## src/rtl/core/ptd_pkg.sv

```systemverilog
// Package for the periodic task dispatcher: codes, default sizes, and the
// command and status bundles between controller and datapath.
// No dependencies; compile first.
package ptd_pkg;

  // default sizes handed to the top level parameters
  localparam int SLOTS_DEF     = 16;
  localparam int TIME_BITS_DEF = 32;

  // fixed field widths of the transactions
  localparam int SLOT_FIELD_W = 4;
  localparam int NUM_W        = 32;
  localparam int INTERVAL_W   = 32;

  typedef enum logic [1:0] {
    ACT_CREATE = 2'd0,
    ACT_DELETE = 2'd1,
    ACT_ENABLE = 2'd2,
    ACT_RUN    = 2'd3
  } action_t;

  typedef enum logic [1:0] {
    KIND_CREATE   = 2'd0,
    KIND_DELETE   = 2'd1,
    KIND_ENABLE   = 2'd2,
    KIND_DISPATCH = 2'd3
  } kind_t;

  typedef enum logic [1:0] {
    STS_OK          = 2'd0,
    STS_FULL        = 2'd1,
    STS_BAD_SLOT    = 2'd2,
    STS_NOTHING_DUE = 2'd3
  } status_t;

  typedef enum logic [3:0] {
    S_IDLE,
    S_DECODE,
    S_FIND,
    S_NUM_RD,
    S_NUM_WT,
    S_DEL_RD,
    S_DEL_WR,
    S_RUN_RD,
    S_RUN_SL,
    S_RUN_EL,
    S_RUN_CMP,
    S_ACK
  } state_t;

  // controller to datapath
  typedef struct packed {
    logic load_item;    // capture the input transaction
    logic set_res;      // preset the result for the action
    logic find_take;    // claim the free slot at the scan index
    logic step_idx;     // advance the scan index
    logic rd_number;    // read the id of the addressed slot
    logic take_number;  // copy that id into the result
    logic set_enable;   // write the enable flag of the addressed slot
    logic clear_entry;  // drop the addressed slot
    logic rd_order;     // read the creation order at the scan index
    logic compact_step; // keep the order entry unless it is the deleted slot
    logic set_count_w;  // task count takes the compacted length
    logic rd_entry;     // read interval, last run and id of the ordered slot
    logic latch_entry;  // register elapsed time and eligibility
    logic dispatch;     // record a due task
    logic emit_final;   // load the output with the last result
  } cmd_t;

  // datapath to controller
  typedef struct packed {
    action_t action;
    logic    full;
    logic    bad;
    logic    empty;
    logic    slot_free;
    logic    scan_done;
    logic    due;
    logic    hit;
    logic    out_busy;
  } sts_t;

endpackage

```

## src/rtl/core/ptd_if.sv

```systemverilog
// Handshake channels of the periodic task dispatcher: item in, result out.
// Field widths are fixed; no package dependency.
interface ptd_in_if;
  logic        valid;
  logic        ready;
  logic [1:0]  action;
  logic [3:0]  slot;
  logic [31:0] interval_ms;
  logic        enable_value;
  logic [31:0] now_ms;

  modport source(output valid, action, slot, interval_ms, enable_value, now_ms,
                 input ready);
  modport sink(input valid, action, slot, interval_ms, enable_value, now_ms,
               output ready);
endinterface

interface ptd_out_if;
  logic        valid;
  logic        ready;
  logic [1:0]  kind;
  logic [1:0]  status;
  logic [3:0]  task_slot;
  logic [31:0] task_number;
  logic        last;

  modport source(output valid, kind, status, task_slot, task_number, last,
                 input ready);
  modport sink(input valid, kind, status, task_slot, task_number, last,
               output ready);
endinterface

```

## src/rtl/core/periodic_task_dispatcher_unit.sv

```systemverilog
// Periodic task dispatcher, top level. Takes one transaction at a time:
// in_ch.ready is high only while the controller is idle. A create walks the
// occupied slots below the free one it claims; a delete compacts the
// creation-order RAM, reading each entry and writing back those it keeps; a
// run on a non-empty table reads the order RAM and the entry RAMs and does the
// registered elapsed-time compare for each task, waiting while the sink holds
// off a result. Bad slot, full table and runs on an empty table go straight
// to the ack. Results wait in an output register while the next transaction
// is taken. No clearing pass after reset.
// Depends on ptd_pkg, ptd_if, ptd_ctrl and ptd_dp.
module periodic_task_dispatcher_unit #(
  parameter int SLOTS     = ptd_pkg::SLOTS_DEF,
  parameter int TIME_BITS = ptd_pkg::TIME_BITS_DEF
) (
  input logic      clk,
  input logic      rst_n,
  ptd_in_if.sink   in_ch,
  ptd_out_if.source out_ch
);

  ptd_pkg::cmd_t cmd;
  ptd_pkg::sts_t sts;

  // sequencer
  ptd_ctrl u_ctrl (
    .clk      (clk),
    .rst_n    (rst_n),
    .in_valid (in_ch.valid),
    .in_ready (in_ch.ready),
    .sts      (sts),
    .cmd      (cmd)
  );

  // table and result path
  ptd_dp #(.SLOTS(SLOTS), .TIME_BITS(TIME_BITS)) u_dp (
    .clk             (clk),
    .rst_n           (rst_n),
    .cmd             (cmd),
    .sts             (sts),
    .in_action       (in_ch.action),
    .in_slot         (in_ch.slot),
    .in_interval_ms  (in_ch.interval_ms),
    .in_enable_value (in_ch.enable_value),
    .in_now_ms       (in_ch.now_ms),
    .out_valid       (out_ch.valid),
    .out_ready       (out_ch.ready),
    .out_kind        (out_ch.kind),
    .out_status      (out_ch.status),
    .out_task_slot   (out_ch.task_slot),
    .out_task_number (out_ch.task_number),
    .out_last        (out_ch.last)
  );

endmodule

```

## src/rtl/core/ptd_ram.sv

```systemverilog
// Generic simple dual-port RAM: one write port, one read port with
// registered, enabled read data. No dependencies.
module ptd_ram #(
  parameter int WIDTH = 32,
  parameter int DEPTH = 16
) (
  input  logic                                    clk,
  input  logic                                    we,
  input  logic [(DEPTH > 1 ? $clog2(DEPTH) : 1)-1:0] waddr,
  input  logic [WIDTH-1:0]                        wdata,
  input  logic                                    re,
  input  logic [(DEPTH > 1 ? $clog2(DEPTH) : 1)-1:0] raddr,
  output logic [WIDTH-1:0]                        rdata
);

  logic [WIDTH-1:0] mem_r [DEPTH];
  logic [WIDTH-1:0] rdata_r;

  // write port
  always_ff @(posedge clk) begin
    if (we) begin
      mem_r[waddr] <= wdata;
    end
  end

  // registered read, held while not enabled
  always_ff @(posedge clk) begin
    if (re) begin
      rdata_r <= mem_r[raddr];
    end
  end

  assign rdata = rdata_r;

endmodule

```

## src/rtl/core/ptd_dp.sv

```systemverilog
// Datapath of the periodic task dispatcher: task table, creation order,
// scan counters, result staging and output register.
// Depends on ptd_pkg and ptd_ram.
module ptd_dp #(
  parameter int SLOTS     = ptd_pkg::SLOTS_DEF,
  parameter int TIME_BITS = ptd_pkg::TIME_BITS_DEF
) (
  input  logic                              clk,
  input  logic                              rst_n,
  input  ptd_pkg::cmd_t                     cmd,
  output ptd_pkg::sts_t                     sts,
  input  logic [1:0]                        in_action,
  input  logic [ptd_pkg::SLOT_FIELD_W-1:0]  in_slot,
  input  logic [ptd_pkg::INTERVAL_W-1:0]    in_interval_ms,
  input  logic                              in_enable_value,
  input  logic [31:0]                       in_now_ms,
  output logic                              out_valid,
  input  logic                              out_ready,
  output logic [1:0]                        out_kind,
  output logic [1:0]                        out_status,
  output logic [ptd_pkg::SLOT_FIELD_W-1:0]  out_task_slot,
  output logic [ptd_pkg::NUM_W-1:0]         out_task_number,
  output logic                              out_last
);

  localparam int SW    = (SLOTS > 1) ? $clog2(SLOTS) : 1;
  localparam int CW    = $clog2(SLOTS + 1);
  localparam int CMP_W = (TIME_BITS > ptd_pkg::INTERVAL_W) ? TIME_BITS
                                                           : ptd_pkg::INTERVAL_W;

  // captured transaction
  ptd_pkg::action_t                 action_r;
  logic [ptd_pkg::SLOT_FIELD_W-1:0] slot_r;
  logic [ptd_pkg::INTERVAL_W-1:0]   interval_r;
  logic                             en_r;
  logic [TIME_BITS-1:0]             now_r;

  // table control state
  logic [SLOTS-1:0]          valid_r;
  logic [SLOTS-1:0]          enable_r;
  logic [CW-1:0]             count_r;
  logic [ptd_pkg::NUM_W-1:0] next_num_r;

  // scan state
  logic [CW-1:0]        idx_r;
  logic [CW-1:0]        wptr_r;
  logic [SW-1:0]        sel_r;
  logic                 elig_r;
  logic [TIME_BITS-1:0] elapsed_r;

  // result staging
  ptd_pkg::kind_t                   res_kind_r;
  ptd_pkg::status_t                 res_status_r;
  logic [ptd_pkg::SLOT_FIELD_W-1:0] res_slot_r;
  logic [ptd_pkg::NUM_W-1:0]        res_number_r;
  logic                             hit_r;

  // output register
  logic                             out_valid_r;
  ptd_pkg::kind_t                   out_kind_r;
  ptd_pkg::status_t                 out_status_r;
  logic [ptd_pkg::SLOT_FIELD_W-1:0] out_slot_r;
  logic [ptd_pkg::NUM_W-1:0]        out_number_r;
  logic                             out_last_r;

  // memory ports
  logic [SW-1:0]                  ord_rdata;
  logic                           ord_we;
  logic [SW-1:0]                  ord_waddr;
  logic [SW-1:0]                  ord_wdata;
  logic [ptd_pkg::INTERVAL_W-1:0] int_rdata;
  logic [TIME_BITS-1:0]           last_rdata;
  logic                           last_we;
  logic [SW-1:0]                  last_waddr;
  logic [ptd_pkg::NUM_W-1:0]      num_rdata;
  logic [SW-1:0]                  num_raddr;

  logic [SW-1:0] slot_idx;
  logic [SW-1:0] scan_idx;
  logic          slot_in_range;
  logic          load_out;

  assign slot_idx      = SW'(slot_r);
  assign scan_idx      = idx_r[SW-1:0];
  assign slot_in_range = {28'd0, slot_r} < 32'(SLOTS);
  assign load_out      = cmd.emit_final || (cmd.dispatch && hit_r);

  // status toward the controller
  assign sts.action    = action_r;
  assign sts.full      = (count_r == CW'(SLOTS));
  assign sts.bad       = !slot_in_range || !valid_r[slot_idx];
  assign sts.empty     = (count_r == '0);
  assign sts.slot_free = !valid_r[scan_idx];
  assign sts.scan_done = (idx_r == count_r);
  assign sts.due       = elig_r && (CMP_W'(elapsed_r) >= CMP_W'(int_rdata));
  assign sts.hit       = hit_r;
  assign sts.out_busy  = out_valid_r && !out_ready;

  // creation order: appended on create, compacted on delete
  always_comb begin
    ord_we    = 1'b0;
    ord_waddr = count_r[SW-1:0];
    ord_wdata = scan_idx;
    if (cmd.find_take) begin
      ord_we = 1'b1;
    end else if (cmd.compact_step && (ord_rdata != slot_idx)) begin
      ord_we    = 1'b1;
      ord_waddr = wptr_r[SW-1:0];
      ord_wdata = ord_rdata;
    end
  end

  ptd_ram #(.WIDTH(SW), .DEPTH(SLOTS)) u_order_ram (
    .clk   (clk),
    .we    (ord_we),
    .waddr (ord_waddr),
    .wdata (ord_wdata),
    .re    (cmd.rd_order),
    .raddr (scan_idx),
    .rdata (ord_rdata)
  );

  ptd_ram #(.WIDTH(ptd_pkg::INTERVAL_W), .DEPTH(SLOTS)) u_interval_ram (
    .clk   (clk),
    .we    (cmd.find_take),
    .waddr (scan_idx),
    .wdata (interval_r),
    .re    (cmd.rd_entry),
    .raddr (ord_rdata),
    .rdata (int_rdata)
  );

  // last run is written on create and on every dispatch
  assign last_we    = cmd.find_take || cmd.dispatch;
  assign last_waddr = cmd.dispatch ? sel_r : scan_idx;

  ptd_ram #(.WIDTH(TIME_BITS), .DEPTH(SLOTS)) u_last_ram (
    .clk   (clk),
    .we    (last_we),
    .waddr (last_waddr),
    .wdata (now_r),
    .re    (cmd.rd_entry),
    .raddr (ord_rdata),
    .rdata (last_rdata)
  );

  assign num_raddr = cmd.rd_number ? slot_idx : ord_rdata;

  ptd_ram #(.WIDTH(ptd_pkg::NUM_W), .DEPTH(SLOTS)) u_number_ram (
    .clk   (clk),
    .we    (cmd.find_take),
    .waddr (scan_idx),
    .wdata (next_num_r),
    .re    (cmd.rd_number || cmd.rd_entry),
    .raddr (num_raddr),
    .rdata (num_rdata)
  );

  // control state with reset
  always_ff @(posedge clk) begin
    if (!rst_n) begin
      valid_r     <= '0;
      enable_r    <= '0;
      count_r     <= '0;
      next_num_r  <= 32'd1;
      hit_r       <= 1'b0;
      out_valid_r <= 1'b0;
    end else begin
      if (cmd.find_take) begin
        valid_r[scan_idx]  <= 1'b1;
        enable_r[scan_idx] <= 1'b1;
        count_r            <= count_r + CW'(1);
        next_num_r         <= next_num_r + 32'd1;
      end
      if (cmd.set_enable) begin
        enable_r[slot_idx] <= en_r;
      end
      if (cmd.clear_entry) begin
        valid_r[slot_idx]  <= 1'b0;
        enable_r[slot_idx] <= 1'b0;
      end
      if (cmd.set_count_w) begin
        count_r <= wptr_r;
      end
      if (cmd.set_res) begin
        hit_r <= 1'b0;
      end else if (cmd.dispatch) begin
        hit_r <= 1'b1;
      end
      if (load_out) begin
        out_valid_r <= 1'b1;
      end else if (out_ready) begin
        out_valid_r <= 1'b0;
      end
    end
  end

  // capture, scan counters and elapsed time
  always_ff @(posedge clk) begin
    if (cmd.load_item) begin
      action_r   <= ptd_pkg::action_t'(in_action);
      slot_r     <= in_slot;
      interval_r <= in_interval_ms;
      en_r       <= in_enable_value;
      now_r      <= TIME_BITS'(in_now_ms);
      idx_r      <= '0;
      wptr_r     <= '0;
    end else begin
      if (cmd.step_idx) begin
        idx_r <= idx_r + CW'(1);
      end
      if (cmd.compact_step && (ord_rdata != slot_idx)) begin
        wptr_r <= wptr_r + CW'(1);
      end
    end
    if (cmd.rd_entry) begin
      sel_r <= ord_rdata;
    end
    if (cmd.latch_entry) begin
      elapsed_r <= now_r - last_rdata;
      elig_r    <= valid_r[sel_r] && enable_r[sel_r];
    end
  end

  // result staging
  always_ff @(posedge clk) begin
    if (cmd.set_res) begin
      res_slot_r   <= '0;
      res_number_r <= '0;
      case (action_r)
        ptd_pkg::ACT_CREATE: begin
          res_kind_r   <= ptd_pkg::KIND_CREATE;
          res_status_r <= sts.full ? ptd_pkg::STS_FULL : ptd_pkg::STS_OK;
        end
        ptd_pkg::ACT_DELETE: begin
          res_kind_r   <= ptd_pkg::KIND_DELETE;
          res_status_r <= sts.bad ? ptd_pkg::STS_BAD_SLOT : ptd_pkg::STS_OK;
          res_slot_r   <= slot_r;
        end
        ptd_pkg::ACT_ENABLE: begin
          res_kind_r   <= ptd_pkg::KIND_ENABLE;
          res_status_r <= sts.bad ? ptd_pkg::STS_BAD_SLOT : ptd_pkg::STS_OK;
          res_slot_r   <= slot_r;
        end
        default: begin
          res_kind_r   <= ptd_pkg::KIND_DISPATCH;
          res_status_r <= ptd_pkg::STS_NOTHING_DUE;
        end
      endcase
    end else if (cmd.find_take) begin
      res_slot_r   <= ptd_pkg::SLOT_FIELD_W'(scan_idx);
      res_number_r <= next_num_r;
    end else if (cmd.take_number) begin
      res_number_r <= num_rdata;
    end else if (cmd.dispatch) begin
      res_kind_r   <= ptd_pkg::KIND_DISPATCH;
      res_status_r <= ptd_pkg::STS_OK;
      res_slot_r   <= ptd_pkg::SLOT_FIELD_W'(sel_r);
      res_number_r <= num_rdata;
    end
  end

  // output payload: a dispatch pushes the previous one out with last low
  always_ff @(posedge clk) begin
    if (load_out) begin
      out_kind_r   <= res_kind_r;
      out_status_r <= res_status_r;
      out_slot_r   <= res_slot_r;
      out_number_r <= res_number_r;
      out_last_r   <= cmd.emit_final;
    end
  end

  assign out_valid       = out_valid_r;
  assign out_kind        = out_kind_r;
  assign out_status      = out_status_r;
  assign out_task_slot   = out_slot_r;
  assign out_task_number = out_number_r;
  assign out_last        = out_last_r;

endmodule

```

## src/rtl/core/ptd_ctrl.sv

```systemverilog
// Controller of the periodic task dispatcher: sequences each action through
// the datapath. Depends on ptd_pkg.
module ptd_ctrl (
  input  logic          clk,
  input  logic          rst_n,
  input  logic          in_valid,
  output logic          in_ready,
  input  ptd_pkg::sts_t sts,
  output ptd_pkg::cmd_t cmd
);

  ptd_pkg::state_t state_r;
  ptd_pkg::state_t state_nxt;

  // state register
  always_ff @(posedge clk) begin
    if (!rst_n) begin
      state_r <= ptd_pkg::S_IDLE;
    end else begin
      state_r <= state_nxt;
    end
  end

  // next state and commands
  always_comb begin
    state_nxt = state_r;
    cmd       = '0;
    in_ready  = 1'b0;
    unique case (state_r)
      ptd_pkg::S_IDLE: begin
        in_ready = 1'b1;
        if (in_valid) begin
          cmd.load_item = 1'b1;
          state_nxt     = ptd_pkg::S_DECODE;
        end
      end
      ptd_pkg::S_DECODE: begin
        cmd.set_res = 1'b1;
        unique case (sts.action) inside
          ptd_pkg::ACT_CREATE: begin
            state_nxt = sts.full ? ptd_pkg::S_ACK : ptd_pkg::S_FIND;
          end
          ptd_pkg::ACT_DELETE, ptd_pkg::ACT_ENABLE: begin
            state_nxt = sts.bad ? ptd_pkg::S_ACK : ptd_pkg::S_NUM_RD;
          end
          default: begin
            state_nxt = sts.empty ? ptd_pkg::S_ACK : ptd_pkg::S_RUN_RD;
          end
        endcase
      end
      // walk the valid bits for the lowest free slot
      ptd_pkg::S_FIND: begin
        if (sts.slot_free) begin
          cmd.find_take = 1'b1;
          state_nxt     = ptd_pkg::S_ACK;
        end else begin
          cmd.step_idx = 1'b1;
        end
      end
      ptd_pkg::S_NUM_RD: begin
        cmd.rd_number = 1'b1;
        state_nxt     = ptd_pkg::S_NUM_WT;
      end
      ptd_pkg::S_NUM_WT: begin
        cmd.take_number = 1'b1;
        if (sts.action == ptd_pkg::ACT_ENABLE) begin
          cmd.set_enable = 1'b1;
          state_nxt      = ptd_pkg::S_ACK;
        end else begin
          cmd.clear_entry = 1'b1;
          state_nxt       = ptd_pkg::S_DEL_RD;
        end
      end
      // compact the creation order around the deleted slot
      ptd_pkg::S_DEL_RD: begin
        if (sts.scan_done) begin
          cmd.set_count_w = 1'b1;
          state_nxt       = ptd_pkg::S_ACK;
        end else begin
          cmd.rd_order = 1'b1;
          state_nxt    = ptd_pkg::S_DEL_WR;
        end
      end
      ptd_pkg::S_DEL_WR: begin
        cmd.compact_step = 1'b1;
        cmd.step_idx     = 1'b1;
        state_nxt        = ptd_pkg::S_DEL_RD;
      end
      // run: one task per pass, in creation order
      ptd_pkg::S_RUN_RD: begin
        if (sts.scan_done) begin
          state_nxt = ptd_pkg::S_ACK;
        end else begin
          cmd.rd_order = 1'b1;
          state_nxt    = ptd_pkg::S_RUN_SL;
        end
      end
      ptd_pkg::S_RUN_SL: begin
        cmd.rd_entry = 1'b1;
        state_nxt    = ptd_pkg::S_RUN_EL;
      end
      ptd_pkg::S_RUN_EL: begin
        cmd.latch_entry = 1'b1;
        state_nxt       = ptd_pkg::S_RUN_CMP;
      end
      ptd_pkg::S_RUN_CMP: begin
        if (!sts.due) begin
          cmd.step_idx = 1'b1;
          state_nxt    = ptd_pkg::S_RUN_RD;
        end else if (!(sts.hit && sts.out_busy)) begin
          cmd.dispatch = 1'b1;
          cmd.step_idx = 1'b1;
          state_nxt    = ptd_pkg::S_RUN_RD;
        end
      end
      ptd_pkg::S_ACK: begin
        if (!sts.out_busy) begin
          cmd.emit_final = 1'b1;
          state_nxt      = ptd_pkg::S_IDLE;
        end
      end
      default: begin
        state_nxt = ptd_pkg::S_IDLE;
      end
    endcase
  end

endmodule

```

## src/flat_wrapper.sv

```systemverilog
// flat-port wrapper written by rule: the top's interface ports become plain ports
module periodic_task_dispatcher_unit_flat 
#(
  parameter int SLOTS     = ptd_pkg::SLOTS_DEF,
  parameter int TIME_BITS = ptd_pkg::TIME_BITS_DEF
)
  (clk, rst_n, in_ch_valid, in_ch_action, in_ch_slot, in_ch_interval_ms, in_ch_enable_value, in_ch_now_ms, in_ch_ready, out_ch_valid, out_ch_kind, out_ch_status, out_ch_task_slot, out_ch_task_number, out_ch_last, out_ch_ready);
  ptd_in_if in_ch_i ();
  ptd_out_if out_ch_i ();
  input logic clk;
  input logic rst_n;
  input wire logic [$bits(in_ch_i.valid)-1:0] in_ch_valid;
  input wire logic [$bits(in_ch_i.action)-1:0] in_ch_action;
  input wire logic [$bits(in_ch_i.slot)-1:0] in_ch_slot;
  input wire logic [$bits(in_ch_i.interval_ms)-1:0] in_ch_interval_ms;
  input wire logic [$bits(in_ch_i.enable_value)-1:0] in_ch_enable_value;
  input wire logic [$bits(in_ch_i.now_ms)-1:0] in_ch_now_ms;
  output wire logic [$bits(in_ch_i.ready)-1:0] in_ch_ready;
  output wire logic [$bits(out_ch_i.valid)-1:0] out_ch_valid;
  output wire logic [$bits(out_ch_i.kind)-1:0] out_ch_kind;
  output wire logic [$bits(out_ch_i.status)-1:0] out_ch_status;
  output wire logic [$bits(out_ch_i.task_slot)-1:0] out_ch_task_slot;
  output wire logic [$bits(out_ch_i.task_number)-1:0] out_ch_task_number;
  output wire logic [$bits(out_ch_i.last)-1:0] out_ch_last;
  input wire logic [$bits(out_ch_i.ready)-1:0] out_ch_ready;
  assign in_ch_i.valid = in_ch_valid;
  assign in_ch_i.action = in_ch_action;
  assign in_ch_i.slot = in_ch_slot;
  assign in_ch_i.interval_ms = in_ch_interval_ms;
  assign in_ch_i.enable_value = in_ch_enable_value;
  assign in_ch_i.now_ms = in_ch_now_ms;
  assign in_ch_ready = in_ch_i.ready;
  assign out_ch_valid = out_ch_i.valid;
  assign out_ch_kind = out_ch_i.kind;
  assign out_ch_status = out_ch_i.status;
  assign out_ch_task_slot = out_ch_i.task_slot;
  assign out_ch_task_number = out_ch_i.task_number;
  assign out_ch_last = out_ch_i.last;
  assign out_ch_i.ready = out_ch_ready;
  periodic_task_dispatcher_unit #(.SLOTS(SLOTS), .TIME_BITS(TIME_BITS)) u_core (.clk(clk), .rst_n(rst_n), .in_ch(in_ch_i), .out_ch(out_ch_i));
endmodule
```

## config.mk

```make
export PLATFORM = sky130hd
export DESIGN_NAME = periodic_task_dispatcher_unit_flat
export DESIGN_NICKNAME = d
export VERILOG_FILES = /design/src/rtl/core/ptd_pkg.sv /design/src/rtl/core/ptd_if.sv /design/src/rtl/core/periodic_task_dispatcher_unit.sv /design/src/rtl/core/ptd_ram.sv /design/src/rtl/core/ptd_dp.sv /design/src/rtl/core/ptd_ctrl.sv /design/src/flat_wrapper.sv
export SDC_FILE = /design/constraint.sdc
export NUM_CORES = 2
export LEC_CHECK = 0
export BUFFER_PORTS_ARGS = -buffer_cell sky130_fd_sc_hd__buf_2
export CORE_UTILIZATION = 53
export DETAILED_ROUTE_END_ITERATION = 16
export MAX_ROUTING_LAYER = met4
export PLACE_DENSITY = 0.69
export SYNTH_ARGS = -nofsm -noshare
export SYNTH_HDL_FRONTEND = slang
export SYNTH_SLANG_ARGS = --single-unit
```

## constraint.sdc

```tcl
create_clock -name clk -period 8.7 [get_ports clk]
set_input_delay 0.87 -clock clk [delete_from_list [all_inputs] [get_ports clk]]
set_output_delay 0.87 -clock clk [all_outputs]
set_load 0.05 [all_outputs]
```

==> flow_summary.json <==
{
  "status": "finished, violations left",
  "violations": "DRC",
  "yosysMostFrequentCell": "edfxtp_1",
  "drt-pass1-iter-count": 11,
  "syn_area_um2": 76800,
  "hold_violations": 0,
  "grt.met1_usage": 0.324,
  "grt_max_degree": 133,
  "final_core_util": 0.600,
  "cts_tree": "built",
  "tightestPinTransition_ns": 1.26,
  "clock_sinks": 1974,
  "vias": 37090,
  "wl_per_cell_um": 27.9,
  "maxCapViolCount": 0,
  "cts_setup_buffers": 0,
  "drive_above_1_share": 0.246,
  "final_cell_area_um2": 86300,
  "synth_cell_types": 63,
  "clk_path_buf_depth": 3,
  "synth_flop_cell": "edfxtp_1",
  "hp-class": "input port to flop",
  "path_clk_slew_ns": 0.06,
  "antenna_found_initial": 4,
  "numCtsBuffers": 193,
  "fillers": 10223,
  "power.density_nw_per_um2": 265,
  "max-vdd-ir-drop_mv": 0.180,
  "setup-violations-final": 0,
  "slowest_stage": "or4b_2",
  "finalClockSkew_ns": 0.0349,
  "io_pins": 118,
  "chipHeight_um": 383,
  "diodes": 0,
  "place_area_um2": 79900,
  "p_leak_nw": 28.3,
  "slew_viol_final": 0,
  "synth_edf_count": 1857,
  "synth.net_count": 3897,
  "startpoint_type": "flop",
  "gp_congestion": 0.869,
  "grt_pass1_vias": 37684,
  "drt_iter0_drc": 3796,
  "critPathMaxFanout": 17,
  "port_buffers": 117,
  "post-route-period-util": 0.558,
  "nNetsFinal": 4098,
  "ys_warn_count": 0,
  "grt-busiest-layer": "met2",
  "clock_latency_ns": 0.82,
  "synth_common_cells": "1857 x edfxtp_1, 479 x mux4_2, 166 x nand2_1",
  "grt_first_pass_wirelength_um": 249000,
  "rsz0062_at_grt": "no",
  "synth_top_area_cell": "edfxtp_1",
  "slew_headroom": 0.136,
  "syn_avg_cell_area_um2": 20.5,
  "fmax_mhz": 206,
  "die_x_um": 383,
  "async_flop_share": 0,
  "syn_inst": 3746,
  "multiInputGateArea_um2": 18000,
  "critical_path_class": "flop to flop",
  "via_per_inst": 6.17,
  "cp.required_ns": 9.18,
  "cts_hold_buf": 0,
  "use_met3": 0.0336,
  "ctsRootBufferMaster": "clkbuf_16",
  "place_ws_ns": 3.83,
  "fin_crit_ns": 4.86,
  "core_area_um2": 144000,
  "arrival_ns": 5.33,
  "finalSetupTns_ns": 0,
  "yosysSeqAreaShare": 0.756,
  "rows": 139,
  "synth_top_area_share": 0.726,
  "cp_cell_sequence": "ha_1 -> and4_1 -> nand2_1 -> or4b_2 -> a31oi_1 -> o211ai_1 -> o32a_1 -> nor2_4 -> buf_4",
  "crit_path_end_kind": "flop",
  "overflow": 0,
  "die-area_um2": 147000,
  "synthTopCellsByArea": "edfxtp_1 73%, mux4_2 14%, dfxtp_1 3.0%",
  "ys_seq_elements": 1974,
  "critPathMaxStageDelay_ns": 0.67,
  "remaining_drc_errors": 9,
  "antenna_left": 0,
  "track_usage": 0.239,
  "drt-total-wl_um": 168000,
  "gr-usage-met2": 0.383,
  "seq_area_um2": 58100,
  "dp.final_hpwl_um": 93900,
  "initial_core_util": 0.535,
  "area_growth_pct": 12.2,
  "setup_ws_ns": 3.84,
  "ctsHtreeMaxLevel": 4,
  "cts_resized": 0
}
final cells by class:
class	count	area share
sequential	1974	0.674
multi-input combinational	1506	0.209
clock buffer	250	0.0600
tap	1903	0.0276
timing repair buffer	184	0.0132
clock inverter	109	0.0131
inverter	88	0.00386
metrics by stage:
| step | std cells | hold WS (ns) | total power (W) |
|---|---|---|---|
| final | 6014 | 0.221 | 0.0229 |
| after global routing | 6014 | 0.182 | 0.0236 |
| after CTS | 6014 | 0.156 | 0.0230 |
| after detailed placement | 5655 | 0.415 | 0.0148 |
| after global placement | 5655 | 0.413 | 0.0148 |
| after floorplan | 3746 | 0.400 | 0.0137 |
where the power goes:
part           internal (W)  switching [W]  total, W
Combinational      0.000960        0.00173   0.00269
Sequential           0.0114       0.000558    0.0119
Clock               0.00472        0.00354   0.00826
Total                0.0171        0.00582    0.0229
kinds of logic after synthesis:
kind of cell / count (synthesis) / synth area share
compound gates: 307 / 0.0278
xor+xnor: 70 / 0.00798
fa+ha+maj: 76 / 0.0125
buf+inv: 266 / 0.0134
flops: 1974 / 0.756
mux: 559 / 0.151
simple gates: 494 / 0.0313
critical path: cells and delay by family (launching register included):
kind	cells	cell delay, ns
buffers and inverters	1	0.39
DFF	1	0.37
adders and majority gates	1	0.32
AOI/OAI and AO/OA	3	1.83
and+or+nand+nor	4	1.57
cell usage in the layout, fill, tap and decap left out, types with 35 or more instances in the layout:
master        n
buf_2       117
o21ai_0      51
edfxtp_1   1857
mux4_2      479
clkinv_2     35
nand2_1     165
a31oi_1      44
a21oi_1      42
xnor2_1      52
nor2_1       86
and2_1       62
buf_4        63
mux2i_1      73
dfxtp_1     116
ha_1         75
clkbuf_16   195
clkinv_1     37
a211oi_1     56
clkbuf_1     46
inv_1        86
routing by layer:
layer | share of wire | up-vias
met5 | 0 | -
met4 | 0.024 | 0
met3 | 0.061 | 276
met2 | 0.50 | 1386
met1 | 0.41 | 19649
li1 | - | 15779
final timing paths:
path,from,endpoint,slack (ns),cells past startpoint
setup / recovery,u_core.u_dp.elapsed_r[13],u_core.u_dp.u_last_ram.mem_r[6][29],3.84,9
hold / removal,in_ch_interval_ms[31],u_core.u_dp.interval_r[31],0.22,1
setup reg to reg,u_core.u_dp.elapsed_r[13],u_core.u_dp.u_last_ram.mem_r[6][29],3.84,9
hold reg to reg,u_core.u_dp.res_kind_r[0],u_core.u_dp.out_kind[0],0.43,0
state kept, by name, indices dropped and copies added (netlist names), 64 cells and up:
register                          count
u_core.u_dp.u_last_ram.mem_r        512
u_core.u_dp.u_order_ram.mem_r        64
u_core.u_dp.u_number_ram.mem_r      512
u_core.u_dp.u_interval_ram.mem_r    512
No activity file was read; power rests on OpenSTA's default activity.
